## src/design/rmq_pkg.sv

```systemverilog
package rmq_pkg;

    localparam int ROT_W    = 16;
    localparam int TRANS_W  = 32;
    localparam int QUAT_W   = 16;

    // magnitude square root: 33-bit radicand, 17-bit root
    localparam int T_W      = 17;
    localparam int SQ_IN_W  = T_W + 16;
    localparam int MAG_W    = 17;
    localparam int MSQ_W    = 2 * MAG_W;

    // norm square root: 35-bit sum of squares, 18-bit root
    localparam int SUM_W    = 35;
    localparam int NRM_W    = 18;

    // scaling divide: clamp check plus 14 quotient bits
    localparam int DIV_BITS = 14;
    localparam int NUM_W    = MAG_W + 16;
    localparam int DEN_W    = NRM_W + 1;
    localparam int QMAG_W   = DIV_BITS + 1;
    localparam logic [QMAG_W-1:0] Q_ONE = QMAG_W'(16384);

    // pipeline stage map
    localparam int ST_SQ0      = 1;
    localparam int ST_SQ_LAST  = ST_SQ0 + MAG_W - 1;
    localparam int ST_SQR      = ST_SQ_LAST + 1;
    localparam int ST_SUM      = ST_SQR + 1;
    localparam int ST_NRM0     = ST_SUM + 1;
    localparam int ST_NRM_LAST = ST_NRM0 + NRM_W - 1;
    localparam int ST_DIV0     = ST_NRM_LAST + 1;
    localparam int ST_DIV_LAST = ST_DIV0 + DIV_BITS;
    localparam int ST_OUT      = ST_DIV_LAST + 1;
    localparam int N_ST        = ST_OUT + 1;

    // off-diagonal sign terms
    localparam int SG_21M12 = 0;
    localparam int SG_02M20 = 1;
    localparam int SG_10M01 = 2;
    localparam int SG_10P01 = 3;
    localparam int SG_02P20 = 4;
    localparam int SG_21P12 = 5;
    localparam int SG_N     = 6;

    typedef enum logic [1:0] {
        BIG_W = 2'd0,
        BIG_X = 2'd1,
        BIG_Y = 2'd2,
        BIG_Z = 2'd3
    } big_t;

endpackage

```

## src/design/rmq_div_lane.sv

```systemverilog
module rmq_div_lane (
    input  logic                              clk,
    input  logic [rmq_pkg::DIV_BITS:0]        en,
    input  logic [rmq_pkg::MAG_W-1:0]         mag,
    input  logic [rmq_pkg::NRM_W-1:0]         norm,
    output logic [rmq_pkg::QMAG_W-1:0]        qmag
);

    localparam int NB = rmq_pkg::DIV_BITS;

    logic [rmq_pkg::NUM_W-1:0] rem_reg [0:NB];
    logic [rmq_pkg::DEN_W-1:0] den_reg [0:NB];
    logic [NB-1:0]             q_reg   [0:NB];
    logic                      ovf_reg [0:NB];

    logic [rmq_pkg::NUM_W-1:0] num_next;
    logic [rmq_pkg::NUM_W-1:0] lim_next;

    // (mag*32768 + N) / (2N), saturating once the quotient reaches 16384
    assign num_next = {mag, 15'b0} + rmq_pkg::NUM_W'(norm);
    assign lim_next = {norm, 15'b0};

    always_ff @(posedge clk)
    begin
        if (en[0])
        begin
            rem_reg[0] <= num_next;
            den_reg[0] <= {norm, 1'b0};
            q_reg[0]   <= '0;
            ovf_reg[0] <= (num_next >= lim_next);
        end
    end

    for (genvar j = 1; j <= NB; j++)
    begin : g_step
        localparam int B = NB - j;
        logic [rmq_pkg::NUM_W-1:0] sub_next;

        assign sub_next = rmq_pkg::NUM_W'(den_reg[j-1]) << B;

        always_ff @(posedge clk)
        begin
            if (en[j])
            begin
                den_reg[j] <= den_reg[j-1];
                ovf_reg[j] <= ovf_reg[j-1];
                if (rem_reg[j-1] >= sub_next)
                begin
                    rem_reg[j] <= rem_reg[j-1] - sub_next;
                    q_reg[j]   <= q_reg[j-1] | (NB'(1) << B);
                end
                else
                begin
                    rem_reg[j] <= rem_reg[j-1];
                    q_reg[j]   <= q_reg[j-1];
                end
            end
        end
    end

    assign qmag = ovf_reg[NB] ? rmq_pkg::Q_ONE : {1'b0, q_reg[NB]};

endmodule

```

## config.mk

```make
export PLATFORM = sky130hd
export DESIGN_NAME = rmq_div_lane
export DESIGN_NICKNAME = d
export VERILOG_FILES = /design/src/design/rmq_pkg.sv /design/src/design/rmq_div_lane.sv
export SDC_FILE = /design/constraint.sdc
export NUM_CORES = 1
export LEC_CHECK = 0
export BUFFER_PORTS_ARGS = -buffer_cell sky130_fd_sc_hd__buf_4
export CAP_MARGIN = 0
export CORE_MARGIN = 2
export CORE_UTILIZATION = 66
export CTS_BUF_LIST = sky130_fd_sc_hd__clkbuf_2 sky130_fd_sc_hd__clkbuf_4 sky130_fd_sc_hd__clkbuf_8
export CTS_CLUSTER_DIAMETER = 40
export CTS_CLUSTER_SIZE = 16
export DETAILED_ROUTE_END_ITERATION = 6
export GPL_TIMING_DRIVEN = 0
export PLACE_DENSITY = 0.83
export REMOVE_ABC_BUFFERS = 1
export SLEW_MARGIN = 20
export SYNTH_ARGS = -nofsm -noshare
export SYNTH_HDL_FRONTEND = slang
export SYNTH_SLANG_ARGS = --single-unit
```

## constraint.sdc

```tcl
create_clock -name clk -period 4.5 [get_ports clk]
set_input_delay 0.675 -clock clk [delete_from_list [all_inputs] [get_ports clk]]
set_output_delay 0.675 -clock clk [all_outputs]
set_load 0.01 [all_outputs]
```

* After elaboration in Yosys (flattened, before gate mapping)
Memories as Yosys holds them, arrays and structs flattened.
Cells that the tools add are included.
** Storage, ports and cells
- Bits in registers :: 0
- RAM bits :: 1005
- Logic and storage cells :: 205
- Memories kept :: 4
- Output and inout bits :: 15
- Latch bits :: 0
- ROM bits :: 0
** Operators by class
- Reduce and logical (&&, ||, !) cells :: 0
- Equality and inequality tests :: 0
- Shift operators :: 0
- Bitwise operators :: 28
- Divide/modulo/power cells :: 0
- Multipliers :: 0
- Muxes and demuxes :: 143
- Order comparisons :: 15
- Add/sub/neg operators :: 15
** Memories
- rem_reg :: words 15, bits a word 33, rd ports 14, clocked after Yosys merged registers in 0, wr ports 15, line rmq_div_lane.sv:11 : logic [rmq_pkg::NUM_W-1:0] rem_reg [0:NB];
- den_reg :: words 15, bits a word 19, rd ports 14, clocked after Yosys merged registers in 0, wr ports 15, line rmq_div_lane.sv:12 : logic [rmq_pkg::DEN_W-1:0] den_reg [0:NB];
- q_reg :: words 15, bits a word 14, rd ports 15, clocked after Yosys merged registers in 0, wr ports 15, line rmq_div_lane.sv:13 : logic [NB-1:0] q_reg [0:NB];
- ovf_reg :: words 15, bits a word 1, rd ports 15, clocked after Yosys merged registers in 0, wr ports 15, line rmq_div_lane.sv:14 : logic ovf_reg [0:NB];
** Operators by type and width (count)
- $mux W33 :: 14
- $mux W14 :: 14
- $mux W1 :: 114
- $add A32 B18 Y33 :: 1
- $ge A33 B19 Y1 :: 1
- $ge A33 B20 Y1 :: 1
- $ge A33 B21 Y1 :: 1
- $ge A33 B22 Y1 :: 1
- $ge A33 B23 Y1 :: 1
- $ge A33 B24 Y1 :: 1
- $ge A33 B25 Y1 :: 1
- $ge A33 B26 Y1 :: 1
- $ge A33 B27 Y1 :: 1
- $ge A33 B28 Y1 :: 1
- $ge A33 B29 Y1 :: 1
- $ge A33 B30 Y1 :: 1
- $ge A33 B31 Y1 :: 1
- $ge A33 B32 Y1 :: 1
- $ge A33 B33 Y1 :: 1
- $sub A33 B19 Y33 :: 1
- $sub A33 B20 Y33 :: 1
- $sub A33 B21 Y33 :: 1
- $sub A33 B22 Y33 :: 1
- $sub A33 B23 Y33 :: 1
- other kinds (11) :: 38

* Logic depth before layout (Yosys ltp)
Gate-level depths: netlist of run 1.
An unclocked memory read counts as a cell.
- Depth in word-level cells :: 6
- Depth in mapped cells :: 17
- Gate-level depth less buffers :: 17

* Worst setup path before layout of run 1
OpenSTA, ideal clock, no wires.
- Kind :: input to register
- Start :: input mag[0] (netlist name)
- End :: memory ovf_reg[0], data pin
- Path buffers :: 0
- Cell stages on the path :: 16
- Setup time :: 0.254 ns
- Setup slack :: 1.135 ns
- Arrival time :: 3.111 ns
- Cell sequence :: ha_1 > inv_1 > fa_1 > inv_1 > a21o_1 > nor2b_1 > nand2_1 > xnor2_1 > ha_1 > nor2b_1 > o21ai_0 > o41ai_1 > nor4_1 > o21ai_0 > a31o_2 > a21o_1
** RTL lines
- start, declared :: line rmq_div_lane.sv:4 : input logic [rmq_pkg::MAG_W-1:0] mag,
- end, declared :: line rmq_div_lane.sv:14

==> impl_results.md, run 1 <==
* Critical path capture point type: flop
* Synth cell types at between 90 and 100
* Total Nets Final at approximately 4200
* Post-Synth XOR/XNOR Area at 0.0531
* Via/cell ratio at around 6.0
* H-Tree Depth at 3
* Number of I/O pins at 66
* GRT overflow at 0
* Pre-CTS setup slack at 0.162 ns
* Avg Inst Size Synth at 11.7 um^2
* Routed wire per std cell at 19.3 um
* Max-slew headroom at 0.145
* Multiplexer area fraction after synthesis at 0.0180
* Crit start category: flop
* Hpwl dp at roughly 70000 um
* RSZ-0062 raised after global routing: no
* Worst slew pin tran at between 1 and 1.5 ns
* Peak per-stage delay on the critical path at 0.64 ns
* Number of routed nets with antenna violations at 0
* Largest delay share family, worst path: compound AO/OA/AOI/OAI gates
* Starting density of the core at 0.667
* Total leakage power at around 19 nW
* Core footprint at 65700 um^2
* Synth Cell Area at 43800 um^2
* First-pass GRT wire length at about 150000 um
* CP cell instances: ha_1, fa_1, nor2b_1, o31ai_1, a2111oi_2, o21ai_1, a31oi_4, nand2_1, a311oi_1, xor2_1
* Ratio of cells with drive above 1 in the final layout at 0.102
* DRT Pass-1 Iters at 6
* Slowest CP cell: a31oi_4
* CTS clk-pin slew, worst paths at about 0.10 ns
* Final Wtd Congestion at 0.992
* Share of flip-flops with an asynchronous set or reset at 0
* Sequential fraction of the synthesis area at 0.561
* Synth Register Bits at slightly above 800
* Final Hold Viols at 0
* Max VDD drop at 0.000255 V
* Initial antenna violation count at 2
* CP required at about 5 ns
* Vias at approximately 29000
* IO Port Bufs at 65
* Placed cell areas at 45200 um^2
* Post-route setup slack at 0.561 ns
* Die W at 262 um
* Max reg flops at 462
* Pin count of the biggest net entering global routing at 67
* Fin crit period at a little under 4 ns
* Area of the die at approximately 70000 um^2
* Clock skew at roughly 0.042 ns
* Max_cap viols at 0
* Gr usage total at 0.274
* Setup-failing EPs final at 0
* Max Clock Freq at approximately 250 MHz
* Sink Count at 819
* DRC Markers at 0
* Max Slew Vio Count at 0
* DIE HEIGHT at 262 um
* Number of global-route vias before repair at between 20000 and 30000
* Setup TNS at 0 ns
* Buf/Inv on CP at 0
* Pwr Density at approximately 590 nW/um^2
* Post-synth EDFFs at 819
* Adder-Cell Fraction of Synth Area at 0.0843
* Synth Area in Compound Gates at 0.127
* Buffer depth of the longest clock path at 3
* Worst Path Arrival at around 4.4 ns
* Syn Inst Count at 3750
* # hold bufs at CTS at 0
* Status: completed
* Clock Tree Root: clkbuf_8
* Area growth, synth to finish at 9.53%
* Finished Cell Area at roughly 48000 um^2
* Final wirelength at between 90000 and 100000 um
* Rows at 94
* Worst skew pair latency at about 0.75 ns
* Total CTS buffers at roughly 110
* Crit Path Class: reg2reg
* Drt initial violations at 1925
* Utilization after layout at 0.730
* CP max FO at 17
* Min-delay worst type: in2reg
* CTS tree: built
* Yosys warns at 0
* Synth Area in Simple Gates at 0.118
* Largest family of logic cells by synthesized area: compound AO/OA/AOI/OAI gates
* Flop-to-flop setup slack at between 0.5 and 0.6 ns
* Final period util at 0.875
* Main synth FF type: edfxtp_1
==> timing repair <==
item / CTS / global route
gates resized for setup: 0 / 1
setup endpoints to repair: 0 / 1
setup buffers: 0 / 0
==> area by class of cell <==
class                      instances  area (um^2)
antenna                            2         5.00
clock buffer                     122         1640
clock inverter                    94         1150
fill                            4323        17700
inverter                         343         1290
multi-input combinational       2502        17700
sequential                       819        24600
tap                              864         1080
timing repair buffer              76          608
==> per-layer routing <==
metal	GRT usage	up-vias	part of all wire
met4	0.202	0	0.079
met5	0	-	0
met2	0.561	806	0.58
met1	0.231	13802	0.31
li1	-	14132	-
met3	0.0388	341	0.030
==> synthesized netlist by cell type (51+ instances only) <==
master	number	area share
o21ai_0	228	0.026
nand3_1	57	0.0065
ha_1	273	0.078
nor2_1	230	0.020
o21a_1	51	0.0087
xor2_1	122	0.024
nor2b_1	59	0.0084
inv_1	341	0.029
edfxtp_1	819	0.56
a21o_1	108	0.018
nor3_1	60	0.0068
clkbuf_1	56	0.0048
nand2_1	265	0.023
a21oi_1	243	0.028
xnor2_1	144	0.029
mux2_2	59	0.015
==> report_power, final <==
part | leakage (nW) | switching, mW | total (mW) | internal [mW]
logic | 9.47 | 5.70 | 9.90 | 4.20
registers | 7.89 | 0.969 | 11.5 | 10.5
clock network | 1.39 | 3.37 | 6.80 | 3.43
total | 18.7 | 10.0 | 28.2 | 18.1
==> cell families after synthesis <==
kind of cell,after synthesis
and+or+nand+nor,1005
muxes,71
buffers and inverters,430
xor gates and xnor gates,266
adders and majority gates,287
DFF,819
AOI/OAI and AO/OA,872
==> through the flow <==
step	hold WS (ns)	instances	power, mW
2_1_floorplan	0.400	3663	18.7
3_3_place_gp	0.400	4592	20.9
3_5_place_dp	0.405	4603	21.3
4_1_cts	0.0525	4819	28.1
5_1_grt	0.0605	4822	29.8
6_report	0.118	4822	28.2
==> path summary, 6_finish.rpt <==
check	startpoint	end	cells past startpoint
worst max-delay path	den_reg[0][58]$_DFFE_PP_	rem_reg[0][163]$_DFFE_PP_	10
worst min-delay path	norm[2]	rem_reg[0][2]$_DFFE_PP_	1
worst max register to register	den_reg[0][58]$_DFFE_PP_	rem_reg[0][163]$_DFFE_PP_	10
worst min register to register	q_reg[3][12]$_DFFE_PP_	q_reg[4][12]$_DFFE_PP_	0
==> cell usage in the layout, fill, tap and decap left out, drive strengths merged, types with 22 or more instances in the layout <==
cell,count
or3,28
and3,39
clkbuf,122
nor4,50
or4,22
o21bai,24
ha,273
o21ai,236
nand3,57
nor3,64
xor2,122
a21oi,245
nand2,266
nor2,230
buf,76
edfxtp,819
xnor2,144
nor2b,59
mux2,61
a21o,108
o31ai,24
nand4,48
clkinv,34
o21a,51
inv,381
nand2b,38
Note: power is estimated with default switching activity, not from simulation.
==> run 2: changes to the inputs <==
--- a/config.mk
+++ b/config.mk
@@ -8,13 +8,13 @@
 export BUFFER_PORTS_ARGS = -buffer_cell sky130_fd_sc_hd__buf_4
 export CAP_MARGIN = 0
 export CORE_MARGIN = 2
-export CORE_UTILIZATION = 66
+export CORE_UTILIZATION = 59
 export CTS_BUF_LIST = sky130_fd_sc_hd__clkbuf_2 sky130_fd_sc_hd__clkbuf_4 sky130_fd_sc_hd__clkbuf_8
 export CTS_CLUSTER_DIAMETER = 40
 export CTS_CLUSTER_SIZE = 16
 export DETAILED_ROUTE_END_ITERATION = 6
 export GPL_TIMING_DRIVEN = 0
-export PLACE_DENSITY = 0.83
+export PLACE_DENSITY = 0.78
 export REMOVE_ABC_BUFFERS = 1
 export SLEW_MARGIN = 20
 export SYNTH_ARGS = -nofsm -noshare
==> constraint.sdc (replaced) <==
create_clock -name clk -period 3.6 [get_ports clk]
set_input_delay 0.54 -clock clk [delete_from_list [all_inputs] [get_ports clk]]
set_output_delay 0.54 -clock clk [all_outputs]
set_load 0.01 [all_outputs]
==> impl_results.md, run 2 (same netlist as run 1, synthesis figures left out) <==
* Gr usage total at 0.246
* Worst r2r path cells at 9
* Clock skew at 0.0346 ns
* Sequential share of power at 0.409
* Max-slew headroom at 0.293
* Final Hold Viols at 0
* Via/cell ratio at between 5 and 6
* Worst r2r src: rem_reg[0][146]$_DFFE_PP_
* Crit start category: flop
* Grt met3 use at 0.0325
* Clock Tree Root: clkbuf_8
* H-Tree Depth at 3
* GRT overflow at 0
* Crit Path Class: reg2reg
* Status: completed
* Hold WS at between 0.04 and 0.05 ns
* Net Switching at between 10 and 15 mW
* Area growth, synth to finish at 10.8%
* Commonest non-fill, non-tap cells in the layout: 819 x edfxtp_1, 341 x inv_1, 273 x ha_1
* Max Slew Vio Count at 0
* Ratio of cells with drive above 1 in the final layout at 0.112
* Clk pwr share at 0.233
* CP required at slightly above 4 ns
* Rows at 99
* GR Util met1 at 0.204
* Total leakage power at 18.9 nW
* Number of global-route vias before repair at approximately 30000
* Total CTS buffers at around 110
* Post-route setup slack at a little under 0.009 ns
* Setup-failing EPs final at 0
* Sink Count at 819
* Worst skew pair latency at 0.75 ns
* Max_cap viols at 0
* Hold Path Cell Cnt at 1
* DRT Pass-1 Iters at 7
* Core footprint at ~73000 um^2
* CTS clk-pin slew, worst paths at roughly 0.080 ns
* Worst Path Arrival at just over 4 ns
* Met2 Use GR at 0.517
* Worst slew pin tran at between 1 and 1.5 ns
* CP max FO at 19
* GR peak layer: met2
* Pwr Density at approximately 720 nW/um^2
* Final period util at 0.998
* Pre-CTS setup slack at -0.696 ns
* Hpwl dp at ~72000 um
* Comb pwr share at 0.358
* IO Port Bufs at between 60 and 70
* WHS Endpoint: den_reg[0][16]$_DFFE_PP_
* Die W at between 200 and 300 um
* Routed wire per std cell at 19.2 um
* Internal at roughly 23 mW
* Total Nets Final at 4231
* Setup TNS at 0 ns
* CTS tree: built
* Min-delay worst type: in2reg
* Starting density of the core at 0.599
* Commonest non-fill, non-tap cell in the layout: edfxtp_1
* Final wirelength at ~95000 um
* DIE HEIGHT at 277 um
* Flop-to-flop setup slack at just under 0.009 ns
* Pin count of the biggest net entering global routing at between 60 and 70
* Number of routed nets with antenna violations at 0
* Max VDD drop at about 0.00063 V
* FF-to-FF End: rem_reg[0][196]$_DFFE_PP_
* Buffer depth of the longest clock path at 3
* Worst Min Path Start: norm[15]
* Drt initial violations at roughly 1700
* Final Power at around 35 mW
* Max Clock Freq at 278 MHz
* Switching Fraction at 0.358
* Max reg flops at roughly 460
* Initial antenna violation count at 1
* Fin crit period at 3.59 ns
* DRC Markers at 0
* Area of the die at 76500 um^2
* Final Wtd Congestion at roughly 1.0
* First-pass GRT wire length at ~150000 um
* Critical path capture point type: flop
* Vias at about 29000
* Number of I/O pins at 66
-- run 2: changes by cell type in the layout (fill, tap and decap cells not counted), sizes merged --
cell,before,now
buf,76,94
o21ai,236,237
bufinv,12,10
a21oi,245,246
inv,381,366
diode,2,1
a21boi,10,11
dlygate4sd3,0,16
clkinv,34,45
clkinvlp,10,18
-- run 2: power by group through the flow --
stage                     Combinational (mW)  Sequential (mW)  Clock [mW]
after CTS                               12.4             14.3        8.33
after floorplan                         9.31             14.0           0
final                                   12.6             14.3        8.18
after detailed placement                12.2             14.5           0
after global routing                    13.9             14.5        8.73
after global placement                  11.9             14.4           0
-- run 2: layer usage --
| layer | vias up | share of wire |
|---|---|---|
| li1 | 14222 | - |
| met1 | 13815 | 0.31 |
| met2 | 646 | 0.59 |
| met3 | 320 | 0.026 |
| met4 | 0 | 0.075 |
| met5 | - | 0 |
-- run 2: final cells by class --
cell class,count,area [um^2]
Antenna cell,1,2.50
Clock buffer,122,1640
Clock inverter,96,1070
Fill cell,5408,24600
Inverter,343,1290
Multi-Input combinational cell,2505,17900
Sequential cell,819,24600
Tap cell,959,1200
Timing Repair Buffer,110,936
-- run 2: critical path, stage by stage (launching register included) --
cell	delay [ns]
edfxtp_1	0.42
ha_1	0.43
nor4b_1	0.26
nand4_1	0.19
nor3_1	0.78
a211oi_2	0.31
a21boi_4	0.29
nor3_1	0.32
o2111ai_1	0.19
xnor2_1	0.16
-- run 2: worst max path at each step --
stage / start / to / slack, ns / cells past startpoint
finish: rem_reg[0][146]$_DFFE_PP_ / rem_reg[0][196]$_DFFE_PP_ / 0.009 / 9
global route: rem_reg[0][174]$_DFFE_PP_ / rem_reg[0][223]$_DFFE_PP_ / -0.003 / 11
CTS: den_reg[1][58]$_DFFE_PP_ / rem_reg[1][158]$_DFFE_PP_ / 0.004 / 10
detailed placement: den_reg[0][58]$_DFFE_PP_ / rem_reg[0][163]$_DFFE_PP_ / -0.70 / 10
global placement: rem_reg[1][77]$_DFFE_PP_ / rem_reg[1][107]$_DFFE_PP_ / -3.32 / 9
floorplan: rem_reg[1][78]$_DFFE_PP_ / rem_reg[1][107]$_DFFE_PP_ / -0.82 / 9
-- run 2: timing repair --
action | CTS | global route
pin swaps | 8 | 7
cloned | 2 | 2
setup endpoints to repair | 73 | 89
resized for setup | 16 | 17
hold endpoints to repair | 15 | 1
hold buffers | 15 | 1
buffers inserted | 9 | 10
-- run 2: through the flow --
stage / instances / instance area (um^2) / utilization
2_1_floorplan: 3663 / 43400 / -
3_3_place_gp: 4687 / 45100 / 0.616
3_5_place_dp: 4698 / 45300 / 0.619
4_1_cts: 4942 / 48400 / 0.661
5_1_grt: 4955 / 48600 / 0.664
6_report: 4955 / 48600 / 0.664
